File: src/hdl/gemm_u8_bias_sat_u16_macros.svh
// assertion macros for the gemm block
`ifndef GEMM_U8_BIAS_SAT_U16_MACROS_SVH
`define GEMM_U8_BIAS_SAT_U16_MACROS_SVH
// assert an implication in the same cycle
`define GEMM_ASSERT_IMP(label, clk, rst_n, a, b) \
    label: assert property (@(posedge clk) disable iff (!rst_n) (a) |-> (b)) \
        else $error("assertion failed");
// assert an implication in the next cycle
`define GEMM_ASSERT_NEXT(label, clk, rst_n, a, b) \
    label: assert property (@(posedge clk) disable iff (!rst_n) (a) |=> (b)) \
        else $error("assertion failed");
`endif

File: src/hdl/gemm_pkg.sv
// shared types and constants of the gemm block
package gemm_pkg;
    localparam logic [1:0] KIND_WEIGHT = 2'd0;
    localparam logic [1:0] KIND_BIAS   = 2'd1;
    localparam logic [1:0] KIND_ACT    = 2'd2;
    localparam logic [1:0] REG_K_LEN     = 2'd0;
    localparam logic [1:0] REG_N_LEN     = 2'd1;
    localparam logic [1:0] REG_ROW_COUNT = 2'd2;
    localparam int ACC_W = 42;
    typedef struct packed {
        logic clear;
        logic en;
    } gemm_cell_ctl_t;
endpackage

File: src/hdl/gemm_cell.sv
// one multiply-accumulate cell that owns one column
module gemm_cell
(
    input  logic                       clk,
    input  gemm_pkg::gemm_cell_ctl_t   ctl,
    input  logic [7:0]                 act_in,
    input  logic [7:0]                 weight,
    input  logic signed [31:0]         bias,
    output logic signed [gemm_pkg::ACC_W-1:0] acc
);
    logic signed [gemm_pkg::ACC_W-1:0] acc_reg;
    logic signed [gemm_pkg::ACC_W-1:0] acc_next;
    logic signed [gemm_pkg::ACC_W-1:0] base;
    logic [15:0] prod;

    always_comb
    begin
        prod = 16'(act_in) * 16'(weight);
        base = ctl.clear ? gemm_pkg::ACC_W'(bias) : acc_reg;
        acc_next = base + gemm_pkg::ACC_W'(signed'({1'b0, prod}));
    end

    always_ff @(posedge clk)
    begin
        if (ctl.en)
        begin
            acc_reg <= acc_next;
        end
    end

    assign acc = acc_reg;
endmodule

File: config.mk
export PLATFORM = sky130hd
export DESIGN_NAME = gemm_cell
export DESIGN_NICKNAME = d
export VERILOG_FILES = /design/src/hdl/gemm_u8_bias_sat_u16_macros.svh /design/src/hdl/gemm_pkg.sv /design/src/hdl/gemm_cell.sv
export SDC_FILE = /design/constraint.sdc
export NUM_CORES = 1
export LEC_CHECK = 0
export ABC_AREA = 0
export BUFFER_PORTS_ARGS = -buffer_cell sky130_fd_sc_hd__buf_2
export CORE_UTILIZATION = 30
export DETAILED_ROUTE_END_ITERATION = 8
export PLACE_DENSITY = 0.46
export SLEW_MARGIN = 10
export SYNTH_ARGS = -nofsm -noshare
export SYNTH_HDL_FRONTEND = slang
export SYNTH_SLANG_ARGS = --single-unit
File: constraint.sdc
create_clock -name clk -period 11.85 [get_ports clk]
set_input_delay 1.185 -clock clk [delete_from_list [all_inputs] [get_ports clk]]
set_output_delay 1.185 -clock clk [all_outputs]
set_load 0.005 [all_outputs]
# Word level (Yosys, flattened, before mapping)
# Cells that the tools add are included.
[word_totals] regBits=42 latch_bits=0 mem_bits_rw=0 romBits=0 in_bits=51 output_inout_bits=42 word_cells=4 memories=0
[op_classes] add_sub_neg=1 mul=1 div=0 order_cmp=0 n_eq_ne=0 shift=0 muxes=1 bitwise=0 n_reduce_logical=0
[op_table] operator="adder 42 x 17 -> 42 bit" n=1
[op_table] operator="two-way mux 42 bit" n=1
[op_table] operator="multiplier 8 x 8 -> 16 bit" n=1

# Logic depth before layout (Yosys ltp)
[logic_depth] word_depth=2 depth_mapped=25 ltp_nobuf=24

# Least setup slack after synthesis
# No wires, ideal clock.
[synth_path] path_kind="input to register" start="in act_in[1]" end="reg acc_reg, in the netlist acc[29] (data pin)" setup_ns=0.257 arrival_ns=6.696 required_ns=11.593 slack_ns=4.897 cell_stages=23 n_path_buf=1 path_cell_list="and2_1 > fa_1 > fa_1 > inv_1 > fa_1 > fa_1 > inv_1 > ha_1 > o21a_1 > o31a_1 > o41ai_1 > o21bai_1 > a21oi_1 > xnor2_1 > ha_1 > and2_1 > a311o_1 > o21ba_2 > a31oi_4 > and3_1 > clkbuf_1 > a21o_1 > a32o_1"
[synth_via] elab_chain_len=2
[synth_rtl] element="start, declared" line_no="gemm_cell.sv:6" rtl="input logic [7:0] act_in,"
[synth_rtl] element="multiplier 8 x 8 -> 16 bit" line_no="gemm_cell.sv:18" rtl="prod = 16'(act_in) * 16'(weight);"
[synth_rtl] element="adder 42 x 17 -> 42 bit" line_no="gemm_cell.sv:20" rtl="acc_next = base + gemm_pkg::ACC_W'(signed'({1'b0, prod}));"
[synth_rtl] element="net acc_next (one bit)" line_no="gemm_cell.sv:12" rtl="logic signed [gemm_pkg::ACC_W-1:0] acc_next;"
[synth_rtl] element="end signal, assigned" line_no="gemm_cell.sv:27" rtl="acc_reg <= acc_next;"
[synth_rtl] element="end, declared" line_no="gemm_cell.sv:11" rtl="logic signed [gemm_pkg::ACC_W-1:0] acc_reg;"
# The timed path passes the listed nets, and every way through them passes these cells.
# A chain may end at the register's enable or synchronous reset.

# Worst setup path in the final report
[layout_path] start="in act_in[0]" end="reg acc_reg, in the netlist acc[41] (data pin)"
# Same word-level chain as after synthesis.

==> metrics.md <==
| Metric | Value |
|---|---|
| Run status | complete, no violations |
| Sequential share of the synthesized area | 23.7% |
| Power Total | roughly 0.0014 W |
| Initial core utilization | 30.8% |
| Clock Path Buffers | 2 |
| CP max FO | 8 |
| GR Layer Usage met3 | 1.95% |
| Post-CTS setup buffer count | 0 |
| Clock buffer count from CTS | 5 |
| Synth-to-Final Area Change | 16.2% |
| DRC Markers | 0 |
| Antenna cells | 0 |
| CP peak stage delay | about 0.56 ns |
| Final Non-Filler Cells | roughly 870 |
| Crit end category | register |
| Sink Count | 42 |
| Rows | 48 |
| Flop2flop setup slack | 8.52 ns |
| Tightest Pin Transition | 1.03 ns |
| DRT antenna net count | 0 |
| Post-Syn Instances | 552 |
| Worst path cell trace | buf_2 -> nand2_1 -> fa_1 -> fa_1 -> inv_1 -> fa_1 -> inv_1 -> fa_1 -> inv_1 -> ha_1 -> o21a_1 -> o31a_1 -> o41ai_1 -> o21ai_0 -> xor2_1 -> ha_1 -> o21ai_0 -> a211oi_2 -> nand3_2 -> a31oi_4 -> nand4_4 -> o311a_1 -> or3_1 |
| Arrival time worst endpoint | 7.36 ns |
| First-pass GRT wire length | 22400 um |
| Synth warn | 0 |
| Global placement routability congestion | around 0.80 |
| Max_slew headroom | 31.1% |
| Syn_nets | 692 |
| DIE AREA | 18300 sq um |
| Post-cts sizing count | 0 |
| Final Hold Vio Count | 0 |
| Setup TNS Final | 0 ns |
| Asr flop ratio synth | 0% |
| Most used cell, CP | fa_1 |
| Top Ports | slightly above 90 |
| H-tree depth | 2 |
| CP max stage cell | o41ai_1 |
| Post-DP HPWL | 10900 um |
| CTS tree | built |
| Most used flip-flop cell after synthesis | edfxtp_1 |
| Pwr/cell area | 226 nW/um^2 |
| CP Class | in2reg |
| Worst EP required | about 12 ns |
| Port Buf Inserts | 92 |
| Setup-failing EPs final | 0 |
| Skew-Pair Late Insertion Delay | 0.29 ns |
| Initial DRC Count | 180 |
| Max FFs per register | between 40 and 50 |
| Hold Crit Class | reg2reg |
| Drt via density | 4.94 |
| Leak pwr | 2.76 nW |
| Hold Buf Count CTS | 0 |
| Width of the die | 135 um |
| IR Drop Worst-Case VDD | about 0.12 mV |
| Vias in the first global route | roughly 4400 |
| Max_cap viols | 0 |
| Die Y | 135 um |
| Post-route minimum period | 7.32 ns |
| Post-synth EDFFs | 42 |
| Clock root cell | clkbuf_16 |
| Max Clk Rate | about 140 MHz |
| DR pass1 iterations | 4 |
| Met1 Track Usage GR | 22.5% |
| Seq cells post-synth | 42 |
| Startpoint type of the worst setup path | input pin |
| Final number of max-transition violations | 0 |
| Clock transition at the registers of the reported paths | ~0.060 ns |
| Gr busiest metal | met2 |
| # fillers | around 1800 |
| Met2 usage | about a quarter |
| Layout cells sized above 1 | 20.1% |
| Routed Wire Length | 13500 um |
| Largest net degree at the start of global routing | 71 |
| Synth cell types | 64 |
| Core area | 17300 sq um |
| Syn avg cell area | 9.64 sq um |
| Tot GR Track Use | 15.5% |
| Total gr overflow | 0 |
| Fin nets | roughly 780 |
| Placed cell count | around 860 |
| RSZ-0062 raised after global routing | false |
| Via count | roughly 4300 |
| Clk_skew | 0.00534 ns |
| Avg WL per Cell | about 16 um |
| Initial antenna violation count | 0 |
| Post-Syn Area | 5320 sq um |
| Period Utilization, post-route | between 60% and 70% |
[layout by cell type, fill, tap and decap left out, types with 3 or more instances in the layout]
master | netlist | routed
edfxtp_1 | 42 | 42
nand2b_1 | 3 | 3
nor2b_1 | 11 | 11
xor2_1 | 16 | 16
buf_2 | 3 | 92
nand3_1 | 12 | 12
and3_1 | 5 | 5
o21ai_0 | 14 | 14
mux2i_1 | 7 | 7
nor3_1 | 8 | 8
fa_1 | 37 | 37
nor2_1 | 30 | 30
a32oi_1 | 3 | 3
a21oi_1 | 24 | 24
a21o_1 | 12 | 12
o31ai_1 | 3 | 3
xnor2_1 | 27 | 27
o21a_1 | 4 | 4
a211o_1 | 3 | 3
a211oi_1 | 6 | 6
nand4b_1 | 3 | 3
mux2_2 | 17 | 17
clkbuf_16 | 0 | 5
and2_1 | 57 | 57
o21ai_1 | 3 | 3
nand4_1 | 7 | 7
inv_1 | 55 | 55
a31oi_1 | 4 | 4
nand3b_1 | 4 | 4
nand2_1 | 33 | 33
a32o_1 | 4 | 4
ha_1 | 52 | 52
[synthesized netlist by cell type (8+ instances only)]
cell type | instances | area share [%]
mux2_2 | 17 | 3.6
edfxtp_1 | 42 | 24
nor2_1 | 30 | 2.1
nor3_1 | 8 | 0.75
fa_1 | 37 | 14
a21oi_1 | 24 | 2.3
nand2_1 | 33 | 2.3
nand3_1 | 12 | 1.1
o21ai_0 | 14 | 1.3
inv_1 | 55 | 3.9
nor2b_1 | 11 | 1.3
a21o_1 | 12 | 1.7
ha_1 | 52 | 12
xor2_1 | 16 | 2.6
and2_1 | 57 | 6.7
xnor2_1 | 27 | 4.4
[cells by family after synthesis]
logic type	synth area share (%)
flip-flops	23.7
XOR/XNOR	7.08
multiplexers	4.92
adder cells (fa/ha/maj)	26.2
AND/OR/NAND/NOR	19.5
buffers and inverters	4.80
AO/OA/AOI/OAI	13.8
[through the flow]
step | instance area (sq um) | hold WS (ns) | setup WS, ns | utilization [%]
after global placement | 6020 | 0.713 | 4.30 | 34.8
after detailed placement | 6020 | 0.720 | 4.19 | 34.8
after floorplan | 5320 | 0.687 | 4.90 | -
after global routing | 6180 | 0.776 | 4.15 | 35.7
final | 6180 | 0.734 | 4.53 | 35.7
after CTS | 6180 | 0.740 | 4.48 | 35.7
[power by group]
group          internal (W)  leakage (nW)  total [W]  switching [W]
sequential         0.000249         0.413   0.000275      0.0000263
combinational      0.000420          2.27   0.000965       0.000545
clock             0.0000976        0.0773   0.000156      0.0000581
total              0.000766          2.76    0.00140       0.000630
[final cells by class]
| cell class | count | area, sq um | share of cell area [%] |
|---|---|---|---|
| clock buffer | 5 | 125 | 2.03 |
| clock inverter | 2 | 33.8 | 0.547 |
| inverter | 55 | 206 | 3.34 |
| multi-input combinational | 446 | 3800 | 61.5 |
| sequential | 42 | 1260 | 20.4 |
| tap | 225 | 282 | 4.56 |
| timing repair buffer | 93 | 468 | 7.57 |
[routing by layer]
layer | part of all wire, % | wire [um]
met1 | 50 | 6760
met2 | 44 | 6020
met3 | 4.6 | 627
met4 | 0.89 | 120
met5 | 0 | 0
[path summary, 6_finish.rpt]
| check | startpoint | end | cells past startpoint |
|---|---|---|---|
| max reg2reg | acc[0] | acc[38] | 11 |
| min | acc[0] | acc[0] | 2 |
| max | act_in[0] | acc[41] | 23 |
| min reg2reg | acc[0] | acc[0] | 2 |
[critical path, delay by kind of cell]
family,cells,cell delay [ns]
adders and majority gates,6,2.81
AOI/OAI and AO/OA,8,2.10
and+or+nand+nor,4,0.73
buffers and inverters,4,0.30
xor gates and xnor gates,1,0.20
Note: power is estimated with default switching activity, not from simulation.
